### src/hdl/assert_macros.svh
// ----------------------------------------------------------------------------
// assert_macros
// assertion helpers used by the rtl
// ----------------------------------------------------------------------------
`ifndef ASSERT_MACROS_SVH
`define ASSERT_MACROS_SVH

// property checked on every rising edge of clk, off while reset is applied
`define ASSERT_CLK(label, prop, msg) \
	label: assert property (@(posedge clk) disable iff (!arst_n) (prop)) else $error(msg);

// condition that must never be seen on a rising edge of clk
`define ASSERT_NEVER(label, cond, msg) \
	label: assert property (@(posedge clk) disable iff (!arst_n) !(cond)) else $error(msg);

`endif

### src/hdl/iap_pkg.sv
// ----------------------------------------------------------------------------
// iap_pkg
// types and constants of the integer alu with power
// ----------------------------------------------------------------------------
package iap_pkg;

	localparam int DATA_W = 32;
	localparam int CNT_W  = $clog2(DATA_W);

	localparam logic [2:0] MODE_ADD = 3'd0;
	localparam logic [2:0] MODE_SUB = 3'd1;
	localparam logic [2:0] MODE_MUL = 3'd2;
	localparam logic [2:0] MODE_DIV = 3'd3;
	localparam logic [2:0] MODE_POW = 3'd4;

	typedef struct packed {
		logic [2:0]               mode;
		logic signed [DATA_W-1:0] left_operand;
		logic signed [DATA_W-1:0] right_operand;
	} alu_req_t;

	typedef struct packed {
		logic signed [DATA_W-1:0] result_value;
		logic                     div_by_zero;
	} alu_rsp_t;

	typedef enum logic [1:0] {
		ST_IDLE,
		ST_MUL,
		ST_DIV,
		ST_DONE
	} state_t;

endpackage

### src/hdl/integer_alu_with_power.sv
// ----------------------------------------------------------------------------
// integer_alu_with_power
// add, subtract, multiply, truncating divide and power on signed words,
// all wrapping modulo 2^32, built around one shared multiply / subtract unit
// ----------------------------------------------------------------------------
//
//  channel   direction  handshake             item
//  req       in         req_valid/req_ready   alu_req_t  (mode, operands)
//  rsp       out        rsp_valid/rsp_ready   alu_rsp_t  (result, div flag)
//
// one item at a time: req_ready is high only while the sequencer is idle
// steps per item: add, subtract, unused codes, divide by zero, zero or negative
// exponent go straight to the final state; multiply runs its step once; divide
// one quotient bit a cycle; power one step per exponent bit up to the top set one
// a result waiting on rsp_ready holds the sequencer in its final state
// arst_n clears the sequencer and the result valid flag, nothing else
// ----------------------------------------------------------------------------
module integer_alu_with_power
	import iap_pkg::*;
(
	input  logic     clk,
	input  logic     arst_n,
	input  logic     req_valid,
	output logic     req_ready,
	input  alu_req_t req,
	output logic     rsp_valid,
	input  logic     rsp_ready,
	output alu_rsp_t rsp
);

	// sequencer
	state_t state_q, state_d;

	// working registers, shared between the operations
	// acc_q: running product, quotient, or final value
	// sq_q : squared base, multiplier operand, divisor magnitude
	// exp_q: exponent bits left, dividend bits still to shift in
	logic [DATA_W-1:0] acc_q;
	logic [DATA_W-1:0] sq_q;
	logic [DATA_W-1:0] exp_q;
	logic [DATA_W-1:0] rem_q;
	logic [CNT_W-1:0]  cnt_q;
	logic              neg_q;
	logic              dz_q;

	// result register and its valid flag
	alu_rsp_t rsp_q;
	logic     rsp_valid_q;

	logic accept;
	logic rsp_load;

	// shared unit: two independent low-half products for a square-and-multiply
	// step, and one trial subtraction for restoring division
	logic [DATA_W-1:0] prod_acc;
	logic [DATA_W-1:0] prod_sq;
	logic [DATA_W:0]   shifted;
	logic [DATA_W+1:0] diff;
	logic              q_bit;
	logic [DATA_W-1:0] q_next;
	logic [DATA_W-1:0] mag_left;
	logic [DATA_W-1:0] mag_right;

	assign prod_acc = acc_q * sq_q;
	assign prod_sq  = sq_q * sq_q;
	assign shifted  = {rem_q, exp_q[DATA_W-1]};
	assign diff     = {1'b0, shifted} - {2'b00, sq_q};
	assign q_bit    = ~diff[DATA_W+1];
	assign q_next   = {acc_q[DATA_W-2:0], q_bit};

	// operand magnitudes; the most negative value maps to 2^(DATA_W-1) unsigned
	assign mag_left  = req.left_operand[DATA_W-1] ?
		(DATA_W)'(-req.left_operand) : req.left_operand;
	assign mag_right = req.right_operand[DATA_W-1] ?
		(DATA_W)'(-req.right_operand) : req.right_operand;

	assign accept    = req_valid && req_ready;
	assign rsp_valid = rsp_valid_q;
	assign rsp       = rsp_q;

	// state register
	always_ff @(posedge clk or negedge arst_n) begin
		if (!arst_n) begin
			state_q <= ST_IDLE;
		end else begin
			state_q <= state_d;
		end
	end

	// next state and handshake outputs
	always_comb begin
		state_d   = state_q;
		req_ready = 1'b0;
		rsp_load  = 1'b0;
		case (state_q)
			ST_IDLE: begin
				req_ready = 1'b1;
				if (req_valid) begin
					case (req.mode)
						MODE_MUL: state_d = ST_MUL;
						MODE_DIV: begin
							// zero divisor goes straight to the result
							state_d = (req.right_operand == '0) ? ST_DONE : ST_DIV;
						end
						MODE_POW: begin
							// negative or zero exponent needs no steps
							if (req.right_operand[DATA_W-1] || req.right_operand == '0) begin
								state_d = ST_DONE;
							end else begin
								state_d = ST_MUL;
							end
						end
						default: state_d = ST_DONE;
					endcase
				end
			end
			ST_MUL: begin
				// stop once no set exponent bits remain
				if (exp_q[DATA_W-1:1] == '0) begin
					state_d = ST_DONE;
				end
			end
			ST_DIV: begin
				if (cnt_q == '0) begin
					state_d = ST_DONE;
				end
			end
			ST_DONE: begin
				// wait for the result register to be free
				if (!rsp_valid_q || rsp_ready) begin
					rsp_load = 1'b1;
					state_d  = ST_IDLE;
				end
			end
			default: state_d = ST_IDLE;
		endcase
	end

	// datapath
	always_ff @(posedge clk) begin
		if (accept) begin
			dz_q <= 1'b0;
			case (req.mode)
				MODE_ADD: acc_q <= req.left_operand + req.right_operand;
				MODE_SUB: acc_q <= req.left_operand - req.right_operand;
				MODE_MUL: begin
					// one multiply step with the exponent bit set
					acc_q <= req.left_operand;
					sq_q  <= req.right_operand;
					exp_q <= (DATA_W)'(1);
				end
				MODE_DIV: begin
					if (req.right_operand == '0) begin
						acc_q <= '0;
						dz_q  <= 1'b1;
					end else begin
						acc_q <= '0;
						rem_q <= '0;
						exp_q <= mag_left;
						sq_q  <= mag_right;
						neg_q <= req.left_operand[DATA_W-1] ^ req.right_operand[DATA_W-1];
						cnt_q <= (CNT_W)'(DATA_W - 1);
					end
				end
				MODE_POW: begin
					if (req.right_operand[DATA_W-1]) begin
						acc_q <= '0;
					end else begin
						acc_q <= (DATA_W)'(1);
						sq_q  <= req.left_operand;
						exp_q <= req.right_operand;
					end
				end
				default: acc_q <= '0;
			endcase
		end else begin
			case (state_q)
				ST_MUL: begin
					if (exp_q[0]) begin
						acc_q <= prod_acc;
					end
					sq_q  <= prod_sq;
					exp_q <= exp_q >> 1;
				end
				ST_DIV: begin
					rem_q <= q_bit ? diff[DATA_W-1:0] : shifted[DATA_W-1:0];
					exp_q <= exp_q << 1;
					cnt_q <= cnt_q - 1'b1;
					// sign fix on the last quotient bit
					if (cnt_q == '0) begin
						acc_q <= neg_q ? (DATA_W)'(-q_next) : q_next;
					end else begin
						acc_q <= q_next;
					end
				end
				ST_DONE: begin
					if (rsp_load) begin
						rsp_q.result_value <= acc_q;
						rsp_q.div_by_zero  <= dz_q;
					end
				end
				default: begin
				end
			endcase
		end
	end

	// result valid flag
	always_ff @(posedge clk or negedge arst_n) begin
		if (!arst_n) begin
			rsp_valid_q <= 1'b0;
		end else if (rsp_load) begin
			rsp_valid_q <= 1'b1;
		end else if (rsp_ready) begin
			rsp_valid_q <= 1'b0;
		end
	end

	// checks
	`include "assert_macros.svh"

	`ASSERT_CLK(a_dz_zero, rsp_valid && rsp.div_by_zero |-> rsp.result_value == '0, "div by zero result not zero")
	`ASSERT_CLK(a_busy_after_accept, req_valid && req_ready |=> state_q != ST_IDLE, "sequencer idle after accept")
	`ASSERT_NEVER(a_mul_exp, state_q == ST_MUL && exp_q == '0, "multiply step with no exponent bits")

endmodule

### config.mk
export PLATFORM = sky130hd
export DESIGN_NAME = integer_alu_with_power
export DESIGN_NICKNAME = d
export VERILOG_FILES = /design/src/hdl/iap_pkg.sv /design/src/hdl/integer_alu_with_power.sv
export VERILOG_INCLUDE_DIRS = /design/src /design/src/hdl
export SDC_FILE = /design/constraint.sdc
export NUM_CORES = 2
export LEC_CHECK = 0
export BUFFER_PORTS_ARGS = -buffer_cell sky130_fd_sc_hd__buf_2
export CAP_MARGIN = 20
export CORE_UTILIZATION = 32
export DETAILED_ROUTE_END_ITERATION = 16
export PLACE_DENSITY = 0.48
export SKIP_CTS_REPAIR_TIMING = 1
export SLEW_MARGIN = 40
export SYNTH_ARGS = -nofsm -noshare
export SYNTH_HDL_FRONTEND = slang
export SYNTH_SLANG_ARGS = --single-unit
### constraint.sdc
create_clock -name clk -period 7 [get_ports clk]
set_input_delay 0.7 -clock clk [delete_from_list [all_inputs] [get_ports clk]]
set_output_delay 0.7 -clock clk [all_outputs]
set_load 0.03 [all_outputs]
Yosys cells after proc, flatten, opt, wreduce, memory -nomap -nowiden

Index checks and enable logic that the tools add are counted.

Register bits: 171
Bits of input ports: 71
Output and inout port bits: 35
Word-level logic and storage cells: 103

Add/sub/neg operators: 7
$mul: 2
Equal/unequal tests: 17
Multiplexer cells: 42
Bitwise gates (word level): 4
Reductions and logical operators: 20

Operators by type and width:

| kind                  | number |
|---|---|
| $mux W32              | 18 |
| $pmux W32 S3          | 2 |
| $pmux W32 S2          | 2 |
| $pmux W32 S4          | 1 |
| $neg A32 Y32          | 3 |
| $mul A32 B32 Y32      | 2 |
| $sub A33 B32 Y34      | 1 |
| $add A32 B32 Y32      | 1 |
| $logic_not A32 Y1     | 1 |
| $sub A32 B32 Y32      | 1 |
| $logic_not A31 Y1     | 1 |
| $mux W5               | 4 |
| $reduce_and A4 Y1     | 3 |
| $mux W2               | 5 |
| $ne A2 B2 Y1 const B  | 5 |
| $ne A3 B3 Y1 const B  | 3 |
| $reduce_and A3 Y1     | 3 |
| $mux W1               | 8 |
| $pmux W2 S4           | 1 |
| $eq A3 B2 Y1 const B  | 2 |
| $pmux W2 S3           | 1 |
| $reduce_bool A2 Y1    | 3 |
| $logic_not A5 Y1      | 1 |
| $sub A5 B1 Y5 const B | 1 |
| other kinds (15)      | 19 |

Longest topological paths before layout

Depth in word-level cells: 7
Gate-level depth with buffers: 29
Depth with buffers taken out: 27

Least setup slack after synthesis

No wires, ideal clock.

Kind: register to register
Start: register sq_q[5]
End: register acc_q[31], data pin
Library setup time: 0.261 ns
Data arrival time: 7.296 ns
Required time: 6.739 ns
Path slack: -0.557 ns
Stages on the path, launching flop included: 25
Buffers on the path: 2
Clock period less this slack: 7.557 ns
Cell sequence: edfxtp_1 clkbuf_1 clkinv_1 buf_1 nor2_1 fa_1 fa_1 fa_1 inv_1 fa_1 inv_1 fa_1 fa_1 fa_1 fa_1 ha_1 and3_1 and3_1 or4_1 a21oi_1 o32ai_1 o31a_1 xnor2_1 o221ai_1 a221o_1

Longest elaborated chain between the ends: 7
Elaborated cells between the ends (all ways): 9
Those cells by class: 2 x add/sub; 1 x mul; 5 x mux; 1 x bitwise

Ends and longest elaborated chain:

| element                | RTL line                      | source |
|---|---|---|
| start, declared        | integer_alu_with_power.sv:39  | `logic [DATA_W-1:0] sq_q;` |
| start signal, assigned | integer_alu_with_power.sv:149 | `sq_q <= req.right_operand;` |
| start signal, assigned | integer_alu_with_power.sv:160 | `sq_q <= mag_right;` |
| start signal, assigned | integer_alu_with_power.sv:170 | `sq_q <= req.left_operand;` |
| $sub A33 B32 Y34       | integer_alu_with_power.sv:67  | `assign diff = {1'b0, shifted} - {2'b00, sq_q};` |
| $not A1 Y1             | integer_alu_with_power.sv:68  | `assign q_bit = ~diff[DATA_W+1];` |
| $neg A32 Y32           | integer_alu_with_power.sv:191 | `acc_q <= neg_q ? (DATA_W)'(-q_next) : q_next;` |
| $mux W32               | integer_alu_with_power.sv:191 |  |
| $mux W32               | integer_alu_with_power.sv:190 | `if (cnt_q == '0) begin` |
| $pmux W32 S2 *         | integer_alu_with_power.sv:177 | `case (state_q)` |
| $mux W32 *             | integer_alu_with_power.sv:141 | `if (accept) begin` |
| end signal, assigned   | integer_alu_with_power.sv:144 | `MODE_ADD: acc_q <= req.left_operand + req.right_operand;` |
| end signal, assigned   | integer_alu_with_power.sv:191 |  |
| end signal, assigned   | integer_alu_with_power.sv:193 | `acc_q <= q_next;` |
| end, declared          | integer_alu_with_power.sv:38  | `logic [DATA_W-1:0] acc_q;` |

Every way passes the cells marked *; elsewhere a longest branch is shown, timed or not. The select of a mux whose other input is x is not followed.
A chain may end at the register's enable or synchronous reset.

Worst setup path in the final report

Start: register sq_q[4]
End: register acc_q[31], data pin

Same word-level chain as after synthesis.

==> impl_metrics.env <==
export IMPL_hp_start="dz_q$_SDFFCE_PN0P_"
export IMPL_synth_ff_type="edfxtp_1"
export IMPL_max_freq_mhz=131.8
export IMPL_clockBufferDepth=2
export IMPL_holdPathStages=0
export IMPL_drc=0
export IMPL_coreArea_sq_um=131500
export IMPL_drt_initial_drc_count=2805
export IMPL_max_slew_margin_rel_pct=36.32
export IMPL_post_route_period_util_pct=108.4
export IMPL_io_pins=106
export IMPL_cts_buffers=17
export IMPL_finalMaxSlewViolations=0
export IMPL_hold_class="reg2reg"
export IMPL_crit_chain="inv_2 -> buf_4 -> buf_4 -> nor2_1 -> fa_1 -> inv_1 -> fa_1 -> fa_1 -> fa_1 -> inv_1 -> fa_1 -> fa_1 -> fa_1 -> fa_1 -> ha_4 -> and3_4 -> and3_4 -> or4_4 -> a21oi_4 -> o32ai_4 -> o31a_1 -> xnor2_1 -> o221ai_1 -> a221o_1"
export IMPL_synth_cell_type_count=85
export IMPL_design_area_sq_um=50620
export IMPL_cp_top_family="adder cells"
export IMPL_htreeDepth=4
export IMPL_final_hold_violation_count=0
export IMPL_routed_wl_mm=162.6
export IMPL_ys_ff_latch=171
export IMPL_dpl_hpwl_mm=135.7
export IMPL_worst_pin_slew_ps=955.2
export IMPL_fin_nets=6319
export IMPL_synth_edf_count=168
export IMPL_worstReg2RegStart="sq_q[4]$_DFFE_PP_"
export IMPL_async_reset_ff_share_pct=1.754
export IMPL_seqCellArea_sq_um=5120
export IMPL_nFillCells=13480
export IMPL_criticalPathCategory="reg2reg"
export IMPL_wl_per_cell_um=23.50
export IMPL_status="complete, but fails checks"
export IMPL_die_area_sq_um=134000
export IMPL_r2r_slack_ps=-590
export IMPL_cp_common_cell="fa_1"
export IMPL_ys_warn_count=0
export IMPL_detail_route_antenna_nets=0
export IMPL_final_common_cell="inv_1"
export IMPL_crit_path_top_delay_cell="fa_1"
export IMPL_grt_pass1_wl_mm=241.6
export IMPL_crit_fanout=3
export IMPL_cp_arrival_ps=7880
export IMPL_syn_area_sq_um=42410
export IMPL_vias_per_cell=5.080
export IMPL_clock_skew_ps=23.27
export IMPL_cts_root_buf="clkbuf_16"
export IMPL_grt_pass1_vias=36490
export IMPL_dieWidth_um=366.0
export IMPL_num_vias=35150
export IMPL_setup_viol=22
export IMPL_start_util_pct=32.26
export IMPL_holdPathEnd="rsp[0]$_DFFE_PP_"
export IMPL_dr_pass1_iters=7
export IMPL_post_route_util_pct=38.50
export IMPL_critPathCaptureType="register"
export IMPL_drive_above_1_share_pct=17.13
export IMPL_dieHeight_um=366.0
export IMPL_syn_area_per_cell_sq_um=9.015
export IMPL_postSynthCellCount=4704
export IMPL_yosysSeqAreaShare_pct=12.07
export IMPL_slowest_delay_ps=570
export IMPL_grt_max_degree=65
export IMPL_gr_total_overflow=0
export IMPL_rows=133
export IMPL_clock_latency_ps=550
export IMPL_synth_nets=5874
export IMPL_port_buffers=105
export IMPL_gp_congestion=0.9753
export IMPL_final_cell_mix="inv_1, fa_1, nand2_1"
export IMPL_critPathLaunchType="register"
export IMPL_final_min_clock_period_ps=7590
export IMPL_violations="setup timing"
export IMPL_fin_ws_ps=-589.9
export IMPL_rsz0062_at_grt="true"
export IMPL_cp_required_ps=7290
export IMPL_r2r_cells=24
export IMPL_cts_tree="done"
export IMPL_placed_cell_area_sq_um=49000
export IMPL_r2r_end="acc_q[31]$_DFFE_PP_"
export IMPL_finalSetupTns_ps=-5225
export IMPL_cts_sinks=171
export IMPL_area_delta_synth_final_pct=19.36
export IMPL_grt_usage_pct=24.40
export IMPL_path_clk_slew_ps=80
export IMPL_maxCapViolations=0
export IMPL_multiInputGateArea_sq_um=33970
export IMPL_antenna_found_initial=4
export IMPL_path_buf_inv=5
per-stage QoR:
stage               cells  hold slack [ps]  setup slack (ps)
floorplan            4704            400.3            -169.4
global placement     6859            403.1            -572.3
detailed placement   6864            408.1            -581.7
CTS                  6896           -88.73            -650.4
global route         6918            437.5            -734.8
finish               6919            422.2            -589.9
synthesized netlist by cell type, types with 34 or more instances:
master	instances	area [sq um]
fa_1	777	15550
nor2_1	298	1119
o21a_1	34	255.2
nor3_1	53	265.3
clkbuf_1	209	784.5
xnor2_1	177	1550
a21oi_1	186	930.9
xor2_1	81	709.4
mux2i_1	40	400.4
inv_1	847	3179
nand2_1	544	2042
ha_1	322	4029
and2_1	286	1789
a21o_1	52	390.4
edfxtp_1	168	5045
o21ai_0	127	635.6
a221oi_1	42	367.9
how the worst max path moves through the flow:
stage / to / from / depth (start not counted) / slack, ps
2_1_floorplan: acc_q[29]$_DFFE_PP_ / sq_q[5]$_DFFE_PP_ / 23 / -170
3_3_place_gp: acc_q[31]$_DFFE_PP_ / acc_q[10]$_DFFE_PP_ / 22 / -570
3_5_place_dp: acc_q[29]$_DFFE_PP_ / sq_q[7]$_DFFE_PP_ / 25 / -580
4_1_cts: acc_q[31]$_DFFE_PP_ / acc_q[10]$_DFFE_PP_ / 22 / -650
5_1_grt: acc_q[29]$_DFFE_PP_ / sq_q[7]$_DFFE_PP_ / 23 / -730
6_report: acc_q[31]$_DFFE_PP_ / sq_q[4]$_DFFE_PP_ / 24 / -590
metal layers:
metal | track usage [%] | vias up | part of all wire [%]
met5 | 0 | - | 0
met4 | 7.805 | 0 | 3.4
met3 | 3.008 | 208 | 5.9
met2 | 38.84 | 1240 | 46
met1 | 34.32 | 17870 | 45
li1 | - | 15830 | -
registers in the layout, indices dropped and copies added (netlist names):
register   flops
acc_q         32
cnt_q          5
dz_q           1
exp_q         32
neg_q          1
rem_q         32
rsp           33
rsp_valid      1
sq_q          32
state_q        2
cell type report:
type	instances	area share, %
repair buffers	666	10.81
clock inverters	15	0.3980
flip-flops and latches	171	10.11
diodes	2	0.009888
multi-input cells	3439	67.12
clock buffers	17	0.8404
inverters	854	6.370
well taps	1755	4.338
worst register-to-register path, stage by stage (launching register included):
cell	delay (ps)
edfxtp_1	470
inv_2	130
buf_4	140
buf_4	150
nor2_1	70
fa_1	500
inv_1	60
fa_1	500
fa_1	460
fa_1	570
inv_1	50
fa_1	490
fa_1	450
fa_1	530
fa_1	570
ha_4	210
and3_4	160
and3_4	170
or4_4	490
a21oi_4	200
o32ai_4	120
o31a_1	260
xnor2_1	180
o221ai_1	140
a221o_1	280
kinds of logic after synthesis:
logic type,count (synthesis),share of synthesized area [%]
muxes,40,0.9441
adders and majority gates,1099,46.18
AOI/OAI and AO/OA,666,10.33
buffers and inverters,1094,9.775
DFF,171,12.07
xor gates and xnor gates,258,5.329
and+or+nand+nor,1376,15.37
Power is not shown: default switching activity piles up to over one toggle a cycle in this logic, so the estimate is an artifact.
